===== config.mk =====
export PLATFORM = sky130hd
export DESIGN_NAME = mcom_ctrl
export DESIGN_NICKNAME = d
export VERILOG_FILES = /design/src/design/assert_macros.svh /design/src/design/mcom_pkg.sv /design/src/design/mcom_ctrl.sv
export SDC_FILE = /design/constraint.sdc
export NUM_CORES = 1
export LEC_CHECK = 0
export ABC_CLOCK_PERIOD_IN_PS = 1900
export BUFFER_PORTS_ARGS = -buffer_cell sky130_fd_sc_hd__buf_2
export CELL_PAD_IN_SITES_DETAIL_PLACEMENT = 1
export CELL_PAD_IN_SITES_GLOBAL_PLACEMENT = 2
export CORE_MARGIN = 2
export CORE_UTILIZATION = 26
export DETAILED_ROUTE_END_ITERATION = 8
export PLACE_DENSITY = 0.84
export SETUP_SLACK_MARGIN = 0.15
export SLEW_MARGIN = 20
export SYNTH_ARGS = -nofsm -noshare
export SYNTH_HDL_FRONTEND = slang
export SYNTH_SLANG_ARGS = --single-unit

===== constraint.sdc =====
create_clock -name clk -period 1.9 [get_ports clk]
set_input_delay 0.19 -clock clk [delete_from_list [all_inputs] [get_ports clk]]
set_output_delay 0.19 -clock clk [all_outputs]
set_load 0.005 [all_outputs]

===== src/design/assert_macros.svh =====
// Assertion macros used by the top-level design file.
`ifndef ASSERT_MACROS_SVH
`define ASSERT_MACROS_SVH
`ifndef NO_ASSERTIONS
`define ASSERT_CLK(label, clk, rst_n, prop, msg) \
    label: assert property (@(posedge clk) disable iff (!rst_n) prop) else $error(msg);
`define ASSERT_NEVER(label, clk, rst_n, expr, msg) \
    label: assert property (@(posedge clk) disable iff (!rst_n) !(expr)) else $error(msg);
`else
`define ASSERT_CLK(label, clk, rst_n, prop, msg)
`define ASSERT_NEVER(label, clk, rst_n, expr, msg)
`endif
`endif


===== src/design/mcom_pkg.sv =====
// Shared constants, types and command/status structs for the center-of-mass block.
package mcom_pkg;
    localparam int COORD_BITS = 12;
    localparam int MAX_FACES  = 1024;
    localparam int VOL_BITS   = 48;
    localparam int MOM_BITS   = 62;
    localparam int CNT_BITS   = 11;
    localparam int DEN_BITS   = VOL_BITS + 2;
    localparam int QCNT_BITS  = 6;
    localparam int IN_BYTES   = 14;
    localparam int OUT_BYTES  = 5;

    typedef logic signed [COORD_BITS-1:0] coord_t;

    typedef enum logic [6:0] {
        ST_IDLE  = 7'b0000001,
        ST_MUL1  = 7'b0000010,
        ST_MUL2  = 7'b0000100,
        ST_ACC   = 7'b0001000,
        ST_PREP  = 7'b0010000,
        ST_DIV   = 7'b0100000,
        ST_OUT   = 7'b1000000
    } state_t;

    // controller -> datapath
    typedef struct packed {
        logic load;      // capture input item
        logic mul1;      // cross products
        logic mul2;      // determinant and vertex sums
        logic acc;       // accumulate
        logic div_start; // set up division
        logic div_step;  // one quotient bit, all axes
        logic clear;     // clear sums after result
    } dp_cmd_t;

    // datapath -> controller
    typedef struct packed {
        logic last;
        logic div_done;
    } dp_stat_t;
endpackage


===== src/design/mcom_ctrl.sv =====
// Controller state machine for the center-of-mass block.
module mcom_ctrl (
    input  logic              clk,
    input  logic              rst_n,
    input  logic              in_fire,
    input  logic              out_taken,
    input  mcom_pkg::dp_stat_t stat,
    output mcom_pkg::dp_cmd_t  cmd,
    output logic              in_ready,
    output logic              out_valid
);
    import mcom_pkg::*;

    state_t state_reg, state_next;

    always_ff @(posedge clk or negedge rst_n)
    begin
        if (!rst_n)
        begin
            state_reg <= ST_IDLE;
        end
        else
        begin
            state_reg <= state_next;
        end
    end

    always_comb
    begin
        state_next = state_reg;
        cmd = '0;
        in_ready = 1'b0;
        out_valid = 1'b0;
        case (state_reg)
            ST_IDLE:
            begin
                in_ready = 1'b1;
                cmd.load = in_fire;
                if (in_fire)
                begin
                    state_next = ST_MUL1;
                end
            end
            ST_MUL1:
            begin
                cmd.mul1 = 1'b1;
                state_next = ST_MUL2;
            end
            ST_MUL2:
            begin
                cmd.mul2 = 1'b1;
                state_next = ST_ACC;
            end
            ST_ACC:
            begin
                cmd.acc = 1'b1;
                if (stat.last)
                begin
                    state_next = ST_PREP;
                end
                else
                begin
                    state_next = ST_IDLE;
                end
            end
            ST_PREP:
            begin
                cmd.div_start = 1'b1;
                state_next = ST_DIV;
            end
            ST_DIV:
            begin
                cmd.div_step = 1'b1;
                if (stat.div_done)
                begin
                    state_next = ST_OUT;
                end
            end
            ST_OUT:
            begin
                out_valid = 1'b1;
                if (out_taken)
                begin
                    cmd.clear = 1'b1;
                    state_next = ST_IDLE;
                end
            end
            default:
            begin
                state_next = ST_IDLE;
            end
        endcase
    end
endmodule


==> results of run 1 <==
per-layer routing:
metal  global-route usage  vias to the layer above
met5                    0                        -
met4               0.0882                        0
met1                0.193                      229
met3               0.0240                        4
met2                0.226                       14
li1                     -                      235
placed cells by master (no fill, tap or decap), types with 2 or more instances in the layout:
cell type                   n
sky130_fd_sc_hd__dfrtp_1    2
sky130_fd_sc_hd__nor3_1     6
sky130_fd_sc_hd__buf_2     14
sky130_fd_sc_hd__nor3b_1    2
sky130_fd_sc_hd__nor2_1     5
sky130_fd_sc_hd__and2_1     4
sky130_fd_sc_hd__dfrtp_2    4
sky130_fd_sc_hd__clkbuf_4   3
sky130_fd_sc_hd__and3_2     2
sky130_fd_sc_hd__buf_4      8
sky130_fd_sc_hd__inv_1      2
kinds of logic after synthesis:
group / synth area share
buf+inv: 0.0483
compound gates: 0.134
flops: 0.401
simple gates: 0.418
cell type report:
cell class,instances,share of cell area
multi-input combinational,39,0.421
timing repair buffer,24,0.227
sequential,7,0.272
inverter,2,0.0112
clock buffer,4,0.0393
tap,16,0.0300
final timing paths:
check                                      endpoint                startpoint  cells past startpoint
setup / recovery                             cmd[0]  state_reg[0]$_DFFE_PN1P_                      4
setup reg to reg           state_reg[0]$_DFFE_PN1P_  state_reg[0]$_DFFE_PN1P_                      5
hold reg to reg            state_reg[5]$_DFFE_PN0P_  state_reg[6]$_DFFE_PN0P_                      1
min in group asynchronous  state_reg[3]$_DFFE_PN0P_                     rst_n                      2
max in group asynchronous  state_reg[0]$_DFFE_PN1P_                     rst_n                      2
hold / removal             state_reg[4]$_DFFE_PN0P_                   stat[1]                      2
metrics by stage:
stage	area (um^2)	utilization	hold WS, ns	instances
after global routing	668	0.433	0.159	92
final	668	0.433	0.149	92
after global placement	524	0.340	0.0295	79
after detailed placement	524	0.340	0.0316	79
after CTS	601	0.390	0.155	86
after floorplan	440	-	-0.106	51
power by group:
| part | switching (uW) | total, uW | internal, uW |
|---|---|---|---|
| Clock | 64.1 | 145 | 80.7 |
| Sequential | 39.1 | 227 | 188 |
| Combinational | 191 | 405 | 214 |
| Total | 294 | 777 | 483 |
what timing repair did:
action | 4_1_cts | 5_1_grt
hold buffers | 1 | 0
setup endpoints to repair | 6 | 7
hold endpoints to repair | 7 | 0
pin swaps | 1 | 3
resized for setup | 6 | 7
setup buffers | 2 | 6
==> reports/results.md, run 1 <==
| Item | Value | Unit |
|:---|:---|:---|
| Upper clock frequency limit | 550 | MHz |
| CP bufs+invs | 1 | - |
| Wire length of the first global-routing pass | 2090 | um |
| Clock edge transition at the registers on the reported setup and hold paths | 0.06 | ns |
| Startpoint kind of the worst setup timing path | register | - |
| Final Skew | 0.00252 | ns |
| Highest routing layer actually used | met4 | - |
| Final worst path period share | 0.956 | - |
| Total power of the final layout | 777 | uW |
| Register area share after synthesis | 0.401 | - |
| Hold Violations, Final | 0 | - |
| Post-synthesis instance total | 51 | - |
| Final Setup Violations | 0 | - |
| Pwr Density | 1160 | nW/um^2 |
| Die Footprint | 2040 | um^2 |
| Num ports | 15 | - |
| Hold Path Class | primary input to register | - |
| Yosys top cell area share | 0.341 | - |
| Number of enable flip-flop cells after synthesis | 0 | - |
| Area growth from synthesis to layout | 51.7 | % |
| Clock period minus final worst setup slack | 1.82 | ns |
| Pin count of the biggest net entering global routing | 10 | - |
| Detail-routed net length per standard cell | 14.6 | um |
| Number of rows in the core area | 14 | - |
| Maximum capacitance violations | 0 | - |
| Wire length on met2 | 653 | um |
| Average instance area after synthesis | 8.64 | um^2 |
| Fraction of final layout cells with drive strength greater than 1 | 0.526 | - |
| Starting DRT DRC Count | 10 | - |
| Vias per cell | 5.24 | - |
| Netlist area before placement | 440 | um^2 |
| Number of port buffers | 14 | - |
| Required time at the worst-slack endpoint | 1.71 | ns |
| Most repeated cell in the gate-level netlist after synthesis | sky130_fd_sc_hd__nor3_1 | - |
| CORE AREA | 1540 | um^2 |
| Post-placement worst setup slack | 0.130 | ns |
| Endpoint arrival time on the critical path | 1.63 | ns |
| Synthesized flop and latch total | 7 | - |
| Total negative slack for setup checks | 0 | ns |
| Worst relative slew slack | 0.723 | - |
| DR DRC count | 0 | - |
| Initial Util | 0.286 | - |
| Antenna violations before repair | 0 | - |
| Clock insertion delay at the later pin of the skew report | 0.26 | ns |
| CTS buffer count | 3 | - |
| Nets | 83 | - |
| Worst slew pin tran | 0.410 | ns |
| Total number of vias | 482 | - |
| Critical path endpoint category | output port | - |
| Most area-consuming cells after synthesis | sky130_fd_sc_hd__dfrtp_1 (34%), sky130_fd_sc_hd__nor3_1 (8.0%), sky130_fd_sc_hd__dfstp_2 (6.0%) | - |
| Combined area of the multi-input logic cells | 282 | um^2 |
| Largest stage delay on the critical path | 0.58 | ns |
| Fin worst setup slack | 0.0832 | ns |
| Clk buf depth | 2 | - |
| Setup repair after global routing missed its margin | true | - |
| Cell-by-cell trace of the critical path | or4_4, nor4_4, and2_1, buf_2 | - |
| GRT Util Overall | 0.147 | - |
| Clock Sink Count | 7 | - |
| Cell at the root of the clock tree | sky130_fd_sc_hd__clkbuf_4 | - |
| Highest-delay cell along the critical path | sky130_fd_sc_hd__or4_4 | - |
| Final antenna diode count | 0 | - |
| Filler Cell Count | 187 | - |
| Async SR Flop Fraction | 1.00 | - |
| Worst vdd rail ir drop | 435 | uV |
| Flip-flop count of the largest register after layout | 7 | - |
| Number of warnings printed during yosys synthesis | 0 | - |
| Commonest cells in the netlist | sky130_fd_sc_hd__nor3_1 (7), sky130_fd_sc_hd__dfrtp_1 (6), sky130_fd_sc_hd__nor2_1 (6), sky130_fd_sc_hd__and2_1 (4), sky130_fd_sc_hd__nor3b_1 (3) | - |
| Post-synthesis cell type with the largest combined area | sky130_fd_sc_hd__dfrtp_1 | - |
| Routed WL | 1340 | um |
| Max FO, Critical Path | 4 | - |
| Leftover overflow at the end of global routing | 0 | - |
| First-pass detailed-route iteration total | 4 | - |
| Max-slew violation count | 0 | - |
| Category of the critical setup timing path | register to output port | - |
| M1 wire length | 614 | um |
| Width of the die | 45.2 | um |
| Net Count, Synth | 57 | - |
| Antenna Nets Post-Route | 0 | - |
| Setup slack of the most critical reg-to-reg path | 0.24 | ns |
| Via count of the first global-routing pass | 432 | - |
| Most used flip-flop cell after synthesis | sky130_fd_sc_hd__dfrtp_1 | - |
| Footprint of the flip-flops and latches | 181 | um^2 |
| Number of distinct library cells after synthesis | 26 | - |
| Height of the die | 45.2 | um |
| Crit path max-delay family | simple AND/OR/NAND/NOR gates | - |
| Leakage power | 0.000304 | uW |
| TritonCTS clock tree | yes | - |
| Level count of the clock H-tree | 1 | - |
| Amount of wire on met3 after detailed routing | 30 | um |
| Result of the run | complete, no violations | - |
| Final estimated routing congestion in global placement | 0.763 | - |
| Total half-perimeter wirelength after legalization and detailed placement | 810 | um |
(Power assumes the default switching activity.)
==> run 2, diff against run 1 <==
--- a/config.mk
+++ b/config.mk
@@ -5,14 +5,14 @@
 export SDC_FILE = /design/constraint.sdc
 export NUM_CORES = 1
 export LEC_CHECK = 0
-export ABC_CLOCK_PERIOD_IN_PS = 1900
+export ABC_CLOCK_PERIOD_IN_PS = 2200
 export BUFFER_PORTS_ARGS = -buffer_cell sky130_fd_sc_hd__buf_2
 export CELL_PAD_IN_SITES_DETAIL_PLACEMENT = 1
 export CELL_PAD_IN_SITES_GLOBAL_PLACEMENT = 2
 export CORE_MARGIN = 2
-export CORE_UTILIZATION = 26
+export CORE_UTILIZATION = 28
 export DETAILED_ROUTE_END_ITERATION = 8
-export PLACE_DENSITY = 0.84
+export PLACE_DENSITY = 0.89
 export SETUP_SLACK_MARGIN = 0.15
 export SLEW_MARGIN = 20
 export SYNTH_ARGS = -nofsm -noshare
==> constraint.sdc (replaced) <==
create_clock -name clk -period 2.2 [get_ports clk]
set_input_delay 0.22 -clock clk [delete_from_list [all_inputs] [get_ports clk]]
set_output_delay 0.22 -clock clk [all_outputs]
set_load 0.005 [all_outputs]
==> reports/results.md, run 2 (same netlist as run 1, synthesis figures left out) <==
| Item | Value | Unit |
|:---|:---|:---|
| Setup slack of the most critical reg-to-reg path | 0.59 | ns |
| Critical path endpoint category | output port | - |
| Die Footprint | 1910 | um^2 |
| Depth of the worst register-to-register path | 4 | - |
| Largest stage delay on the critical path | 0.61 | ns |
| Worst relative slew slack | 0.700 | - |
| Clock edge transition at the registers on the reported setup and hold paths | 0.05 | ns |
| Total negative slack for setup checks | 0 | ns |
| Leakage power | 0.000256 | uW |
| Final standard cell count with taps included and fillers excluded | 83 | - |
| Area growth from synthesis to layout | 27.8 | % |
| Final Skew | 0.00301 | ns |
| Max-slew violation count | 0 | - |
| CORE AREA | 1490 | um^2 |
| Commonest non-fill, non-tap cell in the layout | sky130_fd_sc_hd__buf_2 | - |
| Cell at the root of the clock tree | sky130_fd_sc_hd__clkbuf_4 | - |
| Startpoint kind of the worst setup timing path | register | - |
| First-pass detailed-route iteration total | 2 | - |
| Total power of the final layout | 551 | uW |
| Pwr Density | 978 | nW/um^2 |
| Final antenna diode count | 0 | - |
| Antenna violations before repair | 0 | - |
| Final worst path period share | 0.879 | - |
| Starting DRT DRC Count | 5 | - |
| Setup repair after global routing missed its margin | false | - |
| Most used cells in the layout excluding fill and tap cells | sky130_fd_sc_hd__buf_2 (14), sky130_fd_sc_hd__nor2_1 (6), sky130_fd_sc_hd__nor3_1 (6) | - |
| Via count of the first global-routing pass | 420 | - |
| Num ports | 15 | - |
| Worst setup path start | state_reg[1]$_DFFE_PN0P_ | - |
| Number of port buffers | 14 | - |
| Initial Util | 0.296 | - |
| Vias per cell | 5.33 | - |
| Routed WL | 1060 | um |
| Final estimated routing congestion in global placement | 0.731 | - |
| Nets | 74 | - |
| Hold Violations, Final | 0 | - |
| Max FO, Critical Path | 8 | - |
| Final Setup Violations | 0 | - |
| Width of the die | 43.7 | um |
| TritonCTS clock tree | yes | - |
| Required time at the worst-slack endpoint | 1.98 | ns |
| Number of placed instances with taps included | 78 | - |
| Pin count of the biggest net entering global routing | 10 | - |
| Total number of vias | 442 | - |
| Cell depth of the worst hold path | 2 | - |
| Clock insertion delay at the later pin of the skew report | 0.25 | ns |
| Cell-by-cell trace of the critical path | or4_4, nor4_2, and2_1, buf_2 | - |
| Utilization of the core after routing | 0.378 | - |
| Critical path destination | cmd[0] | - |
| Hold slack | 0.195 | ns |
| DR DRC count | 0 | - |
| GRT Util Overall | 0.124 | - |
| Leftover overflow at the end of global routing | 0 | - |
| Highest-delay cell along the critical path | sky130_fd_sc_hd__or4_4 | - |
| Flip-flop count of the largest register after layout | 7 | - |
| Upper clock frequency limit | 517 | MHz |
| Number of rows in the core area | 14 | - |
| Wire length of the first global-routing pass | 1750 | um |
| Maximum capacitance violations | 0 | - |
| Hold Path Class | primary input to register | - |
| Count of buffers added by post-CTS timing repair for setup | 0 | - |
| Result of the run | complete, no violations | - |
| Detail-routed net length per standard cell | 12.8 | um |
| Clk buf depth | 2 | - |
| CTS buffer count | 3 | - |
| Clock period minus final worst setup slack | 1.93 | ns |
| Height of the die | 43.7 | um |
| Category of the critical setup timing path | register to output port | - |
| Clock Sink Count | 7 | - |
| Endpoint arrival time on the critical path | 1.71 | ns |
| Worst vdd rail ir drop | 449 | uV |
| Antenna Nets Post-Route | 0 | - |
| End of the worst register-to-register path | state_reg[0]$_DFFE_PN1P_ | - |
| RR Startpoint | state_reg[1]$_DFFE_PN0P_ | - |
| Fraction of final layout cells with drive strength greater than 1 | 0.373 | - |
| Total half-perimeter wirelength after legalization and detailed placement | 784 | um |
| Level count of the clock H-tree | 1 | - |
| Worst slew pin tran | 0.444 | ns |
run 2: repair_timing:
item,in CTS,in global routing
gates resized for setup,1,2
hold buffers,1,0
endpoints found under the hold margin,6,0
setup endpoints to repair,1,2
run 2: per-stage QoR:
step	instance area, um^2	setup WS [ns]
final	563	0.266
after floorplan	440	0.562
after global placement	517	0.449
after global routing	563	0.165
after CTS	557	0.253
after detailed placement	517	0.416
run 2: area by class of cell:
| type | count | area (um^2) |
|---|---|---|
| fillers | 177 | 926 |
| multi-input cells | 39 | 251 |
| flip-flops and latches | 7 | 178 |
| clock buffers | 4 | 26.3 |
| repair buffers | 15 | 80.1 |
| inverters | 2 | 7.51 |
| well taps | 16 | 20.0 |
run 2: layer usage:
metal | track usage | wire length [um] | vias up
met5 | 0 | 0 | -
met4 | 0.0909 | 0 | 0
met3 | 0.00417 | 24 | 0
met2 | 0.206 | 542 | 5
met1 | 0.153 | 495 | 220
li1 | - | - | 217
run 2: critical path, delay by kind of cell, from the launching register on:
kind	cells	cell delay, ns
and+or+nand+nor	3	0.93
DFF	1	0.43
buffers and inverters	1	0.10
run 2: worst min-delay path by stage:
stage                               end  slack (ns)     from
3_5_place_dp   state_reg[4]$_DFFE_PN0P_        0.06    rst_n
4_1_cts        state_reg[4]$_DFFE_PN0P_        0.19  stat[1]
6_report       state_reg[4]$_DFFE_PN0P_        0.19  stat[1]
2_1_floorplan  state_reg[1]$_DFFE_PN0P_       -0.08    rst_n
3_3_place_gp   state_reg[4]$_DFFE_PN0P_        0.06    rst_n
5_1_grt        state_reg[4]$_DFFE_PN0P_        0.21  stat[1]
run 2: where the power goes:
part	leakage (uW)	internal (uW)	switching [uW]	total [uW]
logic	0.000150	113	116	230
registers	0.0000914	162	42.6	205
clock network	0.0000150	69.2	47.0	116
total	0.000256	345	206	551
